## src/rtl/core/sckr_pkg.sv

```systemverilog
package sckr_pkg;

    // Time of day as held by the clock
    typedef struct packed {
        logic [4:0] hours;
        logic [5:0] minutes;
        logic [5:0] seconds;
    } clk_time_t;

    localparam logic [4:0] HOURS_PER_DAY    = 5'd24;
    localparam logic [5:0] MINUTES_PER_HOUR = 6'd60;
    localparam logic [5:0] SECONDS_PER_MIN  = 6'd60;

    // Selected field codes
    localparam logic [1:0] FIELD_HOURS   = 2'd0;
    localparam logic [1:0] FIELD_MINUTES = 2'd1;
    localparam logic [1:0] FIELD_SECONDS = 2'd2;

    // Event kinds carried in tuser
    localparam logic ACT_SECOND = 1'b0;
    localparam logic ACT_FAST   = 1'b1;

    // Configuration register indexes
    localparam logic [1:0] CFG_SCAN_DIVISOR    = 2'd0;
    localparam logic [1:0] CFG_HOLD_DELAY      = 2'd1;
    localparam logic [1:0] CFG_REPEAT_INTERVAL = 2'd2;

    localparam logic [7:0]  SCAN_DIVISOR_RST    = 8'd6;
    localparam logic [15:0] HOLD_DELAY_RST      = 16'd200;
    localparam logic [7:0]  REPEAT_INTERVAL_RST = 8'd10;

    // Step the selected field by one, wrapping at its limit
    function automatic clk_time_t bump_field(input clk_time_t t, input logic [1:0] sel);
        clk_time_t  r;
        logic [4:0] h_inc;
        logic [5:0] m_inc;
        logic [5:0] s_inc;
        r     = t;
        h_inc = t.hours + 5'd1;
        m_inc = t.minutes + 6'd1;
        s_inc = t.seconds + 6'd1;
        case (sel)
            FIELD_HOURS:   r.hours   = (h_inc >= HOURS_PER_DAY)    ? 5'd0 : h_inc;
            FIELD_MINUTES: r.minutes = (m_inc >= MINUTES_PER_HOUR) ? 6'd0 : m_inc;
            FIELD_SECONDS: r.seconds = (s_inc >= SECONDS_PER_MIN)  ? 6'd0 : s_inc;
            default:       r = t;
        endcase
        return r;
    endfunction

    // Advance by one second with carries into minutes and hours
    function automatic clk_time_t tick_second(input clk_time_t t);
        clk_time_t  r;
        logic [4:0] h_inc;
        logic [5:0] m_inc;
        logic [5:0] s_inc;
        r     = t;
        h_inc = t.hours + 5'd1;
        m_inc = t.minutes + 6'd1;
        s_inc = t.seconds + 6'd1;
        if (s_inc >= SECONDS_PER_MIN) begin
            r.seconds = 6'd0;
            if (m_inc >= MINUTES_PER_HOUR) begin
                r.minutes = 6'd0;
                r.hours   = (h_inc >= HOURS_PER_DAY) ? 5'd0 : h_inc;
            end else begin
                r.minutes = m_inc;
            end
        end else begin
            r.seconds = s_inc;
        end
        return r;
    endfunction

endpackage

```

## src/rtl/core/settable_clock_with_key_repeat.sv

```systemverilog
// Settable 24-hour clock with three keys and auto-repeat on the increment key.
//
// Input channel (s_): one beat per event. s_tuser gives the kind: a one-second
// tick (0) or a fast tick (1) whose s_tdata carries the three key levels.
// Result channel (m_): exactly one beat per input beat, carrying the time,
// the selected field and the edit flag after that event.
//
// Each event is folded into the clock state by a single combinational step
// at the accepting edge; the result is held in an output register and shown
// in the cycle after acceptance. One beat per cycle is sustained: the input is
// taken whenever the output register is empty or is being emptied that cycle.
// When the receiver stalls, the output beat holds and s_tready drops until
// it is taken, so no event is lost.
//
// Reset (aresetn low, synchronous) clears the time to 00:00:00 in edit mode
// with hours selected, drops all key latches and counters, empties the output
// register and loads the configuration defaults (scan 6, hold 200, repeat 10).
// Configuration writes land on the cfg_we edge and are meant for idle periods.
module settable_clock_with_key_repeat
    import sckr_pkg::*;
(
    input  logic        aclk,
    input  logic        aresetn,

    input  logic        s_tvalid,
    output logic        s_tready,
    input  logic [7:0]  s_tdata,   // [0] key1_down, [1] key2_down, [2] key3_down, rest zero
    input  logic        s_tuser,   // [0] action

    output logic        m_tvalid,
    input  logic        m_tready,
    output logic [23:0] m_tdata,   // [4:0] hour_value, [10:5] minute_value,
                                   // [16:11] second_value, [18:17] selected_field,
                                   // [19] editing, rest zero

    input  logic        cfg_we,
    input  logic [1:0]  cfg_index,
    input  logic [15:0] cfg_data
);

    // Configuration
    logic [7:0]  scan_div_reg;
    logic [15:0] hold_delay_reg;
    logic [7:0]  repeat_int_reg;

    // Clock state
    clk_time_t   time_reg,      time_next;
    logic [1:0]  field_sel_reg, field_sel_next;
    logic        edit_reg,      edit_next;
    logic [2:0]  latch_reg,     latch_next;    // bit0 key1, bit1 key2, bit2 key3
    logic        armed_reg,     armed_next;
    logic [15:0] hold_cnt_reg,  hold_cnt_next;
    logic [7:0]  rpt_cnt_reg,   rpt_cnt_next;
    logic [7:0]  scan_cnt_reg,  scan_cnt_next;

    // Output register
    logic        out_valid_reg;
    logic [19:0] out_data_reg, out_data_next;

    logic        accept;
    logic        key1, key2, key3;

    // Fast tick pre-scan values
    logic [7:0]  scan_inc;
    logic [15:0] hold_dec;
    logic [7:0]  rpt_inc;
    logic        do_scan;
    logic [1:0]  sel_after_k1;

    assign s_tready = !out_valid_reg || m_tready;
    assign accept   = s_tvalid && s_tready;
    assign key1     = s_tdata[0];
    assign key2     = s_tdata[1];
    assign key3     = s_tdata[2];

    assign scan_inc = scan_cnt_reg + 8'd1;
    assign hold_dec = (hold_cnt_reg != 16'd0) ? hold_cnt_reg - 16'd1 : 16'd0;
    assign rpt_inc  = rpt_cnt_reg + 8'd1;
    // A zero divisor scans on every fast tick
    assign do_scan  = (scan_inc >= scan_div_reg);

    // Key1 steps the selection in edit mode only; its latch ignores it while running
    always_comb begin
        sel_after_k1 = field_sel_reg;
        if (key1 && !latch_reg[0] && edit_reg) begin
            sel_after_k1 = (field_sel_reg >= FIELD_SECONDS) ? FIELD_HOURS
                                                            : field_sel_reg + 2'd1;
        end
    end

    // Event step
    always_comb begin
        time_next      = time_reg;
        field_sel_next = field_sel_reg;
        edit_next      = edit_reg;
        latch_next     = latch_reg;
        armed_next     = armed_reg;
        hold_cnt_next  = hold_cnt_reg;
        rpt_cnt_next   = rpt_cnt_reg;
        scan_cnt_next  = scan_cnt_reg;

        if (s_tuser == ACT_SECOND) begin
            // Hold the time while editing
            if (!edit_reg) begin
                time_next = tick_second(time_reg);
            end
        end else begin
            scan_cnt_next = scan_inc;
            hold_cnt_next = hold_dec;
            rpt_cnt_next  = rpt_inc;
            if (do_scan) begin
                scan_cnt_next = 8'd0;

                // Key1: field select
                if (key1 && !latch_reg[0] && edit_reg) begin
                    latch_next[0] = 1'b1;
                end else if (!key1 && latch_reg[0]) begin
                    latch_next[0] = 1'b0;
                end
                field_sel_next = sel_after_k1;

                // Key2: increment, then auto-repeat once the hold timer has run out
                if (key2 && !latch_reg[1]) begin
                    latch_next[1] = 1'b1;
                    hold_cnt_next = hold_delay_reg;
                    armed_next    = 1'b1;
                    if (edit_reg) begin
                        time_next = bump_field(time_reg, sel_after_k1);
                    end
                end else if (!key2 && latch_reg[1]) begin
                    latch_next[1] = 1'b0;
                    armed_next    = 1'b0;
                    hold_cnt_next = 16'd0;
                end else if (armed_reg && hold_dec == 16'd0 && edit_reg) begin
                    if (rpt_inc >= repeat_int_reg) begin
                        rpt_cnt_next = 8'd0;
                        time_next    = bump_field(time_reg, sel_after_k1);
                    end
                end

                // Key3: run/edit toggle; entering run selects hours
                if (key3 && !latch_reg[2]) begin
                    latch_next[2] = 1'b1;
                    if (edit_reg) begin
                        edit_next      = 1'b0;
                        field_sel_next = FIELD_HOURS;
                    end else begin
                        edit_next = 1'b1;
                    end
                end else if (!key3 && latch_reg[2]) begin
                    latch_next[2] = 1'b0;
                end
            end
        end
    end

    assign out_data_next = {edit_next, field_sel_next, time_next.seconds,
                            time_next.minutes, time_next.hours};

    // Configuration registers
    always_ff @(posedge aclk) begin
        if (!aresetn) begin
            scan_div_reg   <= SCAN_DIVISOR_RST;
            hold_delay_reg <= HOLD_DELAY_RST;
            repeat_int_reg <= REPEAT_INTERVAL_RST;
        end else if (cfg_we) begin
            case (cfg_index)
                CFG_SCAN_DIVISOR:    scan_div_reg   <= cfg_data[7:0];
                CFG_HOLD_DELAY:      hold_delay_reg <= cfg_data;
                CFG_REPEAT_INTERVAL: repeat_int_reg <= cfg_data[7:0];
                default:             ; // drop writes beyond the register list
            endcase
        end
    end

    // Clock state: advance on each accepted beat
    always_ff @(posedge aclk) begin
        if (!aresetn) begin
            time_reg      <= '0;
            field_sel_reg <= FIELD_HOURS;
            edit_reg      <= 1'b1;
            latch_reg     <= 3'd0;
            armed_reg     <= 1'b0;
            hold_cnt_reg  <= 16'd0;
            rpt_cnt_reg   <= 8'd0;
            scan_cnt_reg  <= 8'd0;
        end else if (accept) begin
            time_reg      <= time_next;
            field_sel_reg <= field_sel_next;
            edit_reg      <= edit_next;
            latch_reg     <= latch_next;
            armed_reg     <= armed_next;
            hold_cnt_reg  <= hold_cnt_next;
            rpt_cnt_reg   <= rpt_cnt_next;
            scan_cnt_reg  <= scan_cnt_next;
        end
    end

    // Output register: fill on accept, empty when taken
    always_ff @(posedge aclk) begin
        if (!aresetn) begin
            out_valid_reg <= 1'b0;
        end else if (accept) begin
            out_valid_reg <= 1'b1;
        end else if (m_tready) begin
            out_valid_reg <= 1'b0;
        end
    end

    always_ff @(posedge aclk) begin
        if (accept) begin
            out_data_reg <= out_data_next;
        end
    end

    assign m_tvalid = out_valid_reg;
    assign m_tdata  = {4'd0, out_data_reg};

    // Time fields stay in range
    a_time_range: assert property (@(posedge aclk) disable iff (!aresetn)
        time_reg.hours < HOURS_PER_DAY && time_reg.minutes < MINUTES_PER_HOUR &&
        time_reg.seconds < SECONDS_PER_MIN)
        else $error("time field out of range");

    // Leaving edit mode always selects hours
    a_run_selects_hours: assert property (@(posedge aclk) disable iff (!aresetn)
        $fell(edit_reg) |-> field_sel_reg == FIELD_HOURS)
        else $error("run entered without hours selected");

    // A second tick in edit mode leaves the time alone
    a_edit_freezes: assert property (@(posedge aclk) disable iff (!aresetn)
        accept && s_tuser == ACT_SECOND && edit_reg |=> $stable(time_reg))
        else $error("time moved while editing");

    // Every accepted beat leaves a result waiting whose hours and edit flag match the new state
    a_result_follows: assert property (@(posedge aclk) disable iff (!aresetn)
        accept |=> out_valid_reg && out_data_reg[4:0] == time_reg.hours &&
                   out_data_reg[19] == edit_reg)
        else $error("result does not follow accepted beat");

    // Key2 release disarms repeat
    a_release_disarms: assert property (@(posedge aclk) disable iff (!aresetn)
        $fell(latch_reg[1]) |-> !armed_reg && hold_cnt_reg == 16'd0)
        else $error("repeat still armed after key2 release");

endmodule
```

## config.mk

```make
export PLATFORM = sky130hd
export DESIGN_NAME = settable_clock_with_key_repeat
export DESIGN_NICKNAME = d
export VERILOG_FILES = /design/src/rtl/core/sckr_pkg.sv /design/src/rtl/core/settable_clock_with_key_repeat.sv
export SDC_FILE = /design/constraint.sdc
export NUM_CORES = 1
export LEC_CHECK = 0
export BUFFER_PORTS_ARGS = -buffer_cell sky130_fd_sc_hd__buf_2
export CORE_ASPECT_RATIO = 1.1
export CORE_MARGIN = 2
export CORE_UTILIZATION = 55
export DETAILED_ROUTE_END_ITERATION = 10
export GPL_ROUTABILITY_DRIVEN = 0
export PLACE_DENSITY = 0.83
export SYNTH_ARGS = -nofsm -noshare
export SYNTH_HDL_FRONTEND = slang
export SYNTH_SLANG_ARGS = --single-unit
export TNS_END_PERCENT = 100
```

## constraint.sdc

```tcl
create_clock -name aclk -period 9.72 [get_ports aclk]
set_input_delay 0.486 -clock aclk [delete_from_list [all_inputs] [get_ports aclk]]
set_output_delay 0.486 -clock aclk [all_outputs]
set_load 0.02 [all_outputs]
```

==> impl_metrics.tcl <==
set metrics [dict create \
    layout-drive-gt1-share_pct 11.8 \
    drc 0 \
    clockRootBuffer "clkbuf_16" \
    outcome "completed" \
    grt_pass1_wl_um 25400 \
    hp-class "primary input to register" \
    syn_area_mm2 0.00656 \
    synth_area_leader_cell "dfxtp_1" \
    grt_max_degree 63 \
    synth_top_cell_area_share_pct 26.9 \
    cts_resized 0 \
    rows 41 \
    die_area_mm2 0.0128 \
    ir_worst_vdd_mv 0.134 \
    setup_viol 0 \
    r2r_start "hold_cnt_reg[0]$_SDFFE_PN0P_" \
    cts_setup_buffers 0 \
    cts_inserted_buffers 9 \
    synth-edff-count 20 \
    io_buffers 48 \
    largest_reg_flops 20 \
    grt_pass1_vias 5313 \
    cp_slowest_cell "or4b_1" \
    nets 877 \
    leakagePower_nw 2.72 \
    grt_usage_pct 24.5 \
    syn_inst 812 \
    synth-async-reset-ratio_pct 0 \
    fin_setup_tns_ns 0 \
    crit_path_end_kind "register" \
    cp_max_fo 14 \
    htreeDepth 3 \
    grt_overflow 0 \
    finalHoldViolCount 0 \
    cp_top_family "simple AND/OR/NAND/NOR gates" \
    hold_depth 3 \
    yosysWarnings 0 \
    avgSynthCellArea_um2 8.08 \
    netlist_top_cells_count "nand2_1 (98), dfxtp_1 (88), nor2_1 (84)" \
    r2r_end "out_data_reg[13]$_DFFE_PP_" \
    die_h_um 119 \
    yosys-top-cells-area "dfxtp_1 (27%), edfxtp_1 (9.2%), nand2_1 (5.6%), a21oi_1 (5.1%), nor2_1 (4.8%)" \
    hpwl_um 10300 \
    cts_hold_buffers 0 \
    worst_pin_slew_ns 1.14 \
    diodes 0 \
    finalCritPeriodShare_pct 40.3 \
    worstPathRequired_ns 9.83 \
    clk_latency_ns 0.36 \
    min_period_ns 3.92 \
    worstPathArrival_ns 4.03 \
    max-slew-margin-rel_pct 23.6 \
    antenna_found_initial 0 \
    max_cap_viol_count 0 \
    fmax_ghz 0.255 \
    clk_pin_slew_worst_paths_ns 0.07 \
    reg2reg_slack_ns 5.80 \
    ys_types 87 \
    crit_buf_inv 1 \
    pin_count 58 \
    hold-worst-slack_ns 0.370 \
    totalWireLength_um 15300 \
    routedWlPerCell_um 15.7 \
    path_class "register to register" \
    numClockSinks 108 \
    cts_buffer_depth 2 \
    start_kind "register" \
    avgViaCountPerCell 6.09 \
    min_from "cfg_data[12]" \
    min_to "hold_delay_reg[12]$_SDFFE_PN0P_" \
    seq_area_frac_synth_pct 36.0 \
    first_pass_iters 5 \
    start_util_pct 56.8 \
    r2r_cells 10 \
    area_growth_pct 8.01 \
    fp.dieW_um 108 \
    rsz0062_at_grt "false" \
    drt_iter0_drc 297 \
    slowest_delay_ns 0.66 \
    crit_chain "inv_1, ha_1, or4b_1, nor4_1, mux2_2, nor4_4, and3_1, a21oi_1, a31oi_1, nand2_1" \
    power_density_mw_per_mm2 146 \
    finClkSkew_ns 0.0116 \
    vias 5935 \
    yosysMostFrequentCell "nand2_1" \
    synth_seq_cells 108 \
    cts_tree "done" \
    synth_top_flop_cell "dfxtp_1" \
    slew_violations 0 \
    n_fill_cell 1041 \
    core_mm2 0.0115 \
    final_antenna_net_count 0 \
]
## worst max-delay path by stage
stage | endpoint | startpoint | depth (start not counted) | slack (ns)
after CTS | out_data_reg[5]$_DFFE_PP_ | hold_cnt_reg[0]$_SDFFE_PN0P_ | 9 | 5.83
final | out_data_reg[13]$_DFFE_PP_ | hold_cnt_reg[0]$_SDFFE_PN0P_ | 10 | 5.80
after global routing | out_data_reg[14]$_DFFE_PP_ | hold_cnt_reg[0]$_SDFFE_PN0P_ | 10 | 5.64
after floorplan | out_data_reg[10]$_DFFE_PP_ | hold_cnt_reg[0]$_SDFFE_PN0P_ | 10 | 6.33
after global placement | out_data_reg[10]$_DFFE_PP_ | hold_cnt_reg[0]$_SDFFE_PN0P_ | 9 | 5.88
after detailed placement | out_data_reg[5]$_DFFE_PP_ | hold_cnt_reg[0]$_SDFFE_PN0P_ | 9 | 5.85
## report_power, final
group	internal, mW	total [mW]	switching (mW)	leakage (nW)
Combinational	0.0625	0.168	0.105	1.66
Clock	0.199	0.375	0.176	0.146
Sequential	0.474	0.493	0.0193	0.914
Total	0.735	1.04	0.301	2.72
## worst reg2reg max path: cells and delay by family, from the launching register on
kind,cells,cell delay [ns]
buffers and inverters,1,0.11
muxes,1,0.42
and+or+nand+nor,5,2.15
adders and majority gates,1,0.24
AOI/OAI and AO/OA,2,0.40
DFF,1,0.35
## routing by layer
metal	share of wire (%)	up-vias	GRT usage [%]
li1	-	2956	-
met5	0	-	0
met3	6.5	16	3.70
met1	44	2768	32.0
met2	48	195	40.8
met4	1.3	0	8.89
## cell type report
class | instances | area [um^2] | share of cell area [%]
flip-flops and latches | 108 | 2360 | 33.3
clock inverters | 5 | 38.8 | 0.548
repair buffers | 52 | 270 | 3.81
clock buffers | 11 | 264 | 3.73
well taps | 150 | 188 | 2.65
inverters | 30 | 113 | 1.59
multi-input cells | 619 | 3850 | 54.3
## cell families (layout without fill, tap and decap cells)
| family | count (synthesis) | in the layout | share of synthesized area [%] |
|---|---|---|---|
| AND/OR/NAND/NOR | 314 | 314 | 23.6 |
| AO/OA/AOI/OAI | 230 | 230 | 23.2 |
| flip-flops | 108 | 108 | 36.0 |
| buffers and inverters | 88 | 98 | 5.59 |
| adder cells (fa/ha/maj) | 25 | 25 | 4.77 |
| multiplexers | 25 | 25 | 3.97 |
| XOR/XNOR | 21 | 21 | 2.80 |
| other | 1 | 4 | 0.0572 |
## cell usage in the layout (no fill, tap or decap), types with 6 or more instances in the layout
cell	synthesis	layout
a211oi_1	6	6
a21oi_1	67	67
a31oi_1	13	13
and3_1	11	11
buf_2	4	48
clkbuf_16	0	10
dfxtp_1	88	88
edfxtp_1	20	20
ha_1	25	25
inv_1	29	28
mux2_2	8	8
mux2i_1	17	17
nand2_1	98	98
nand3_1	29	29
nand3b_1	12	12
nor2_1	84	83
nor2b_1	10	10
nor3_1	20	20
nor4_1	10	10
o21a_1	8	8
o21ai_0	53	53
o21ai_1	6	6
xnor2_1	9	9
xor2_1	12	12
## stage by stage
| step | setup WS, ns | cell area (um^2) | utilization (%) | total power, mW | instances |
|---|---|---|---|---|---|
| final | 5.80 | 7080 | 61.4 | 1.04 | 975 |
| after global routing | 5.64 | 7080 | 61.4 | 1.08 | 975 |
| after CTS | 5.83 | 7080 | 61.4 | 1.04 | 975 |
| after detailed placement | 5.85 | 6780 | 58.8 | 0.669 | 959 |
| after global placement | 5.88 | 6780 | 58.8 | 0.665 | 959 |
| after floorplan | 6.33 | 6570 | - | 0.632 | 815 |
(Power assumes the default switching activity.)
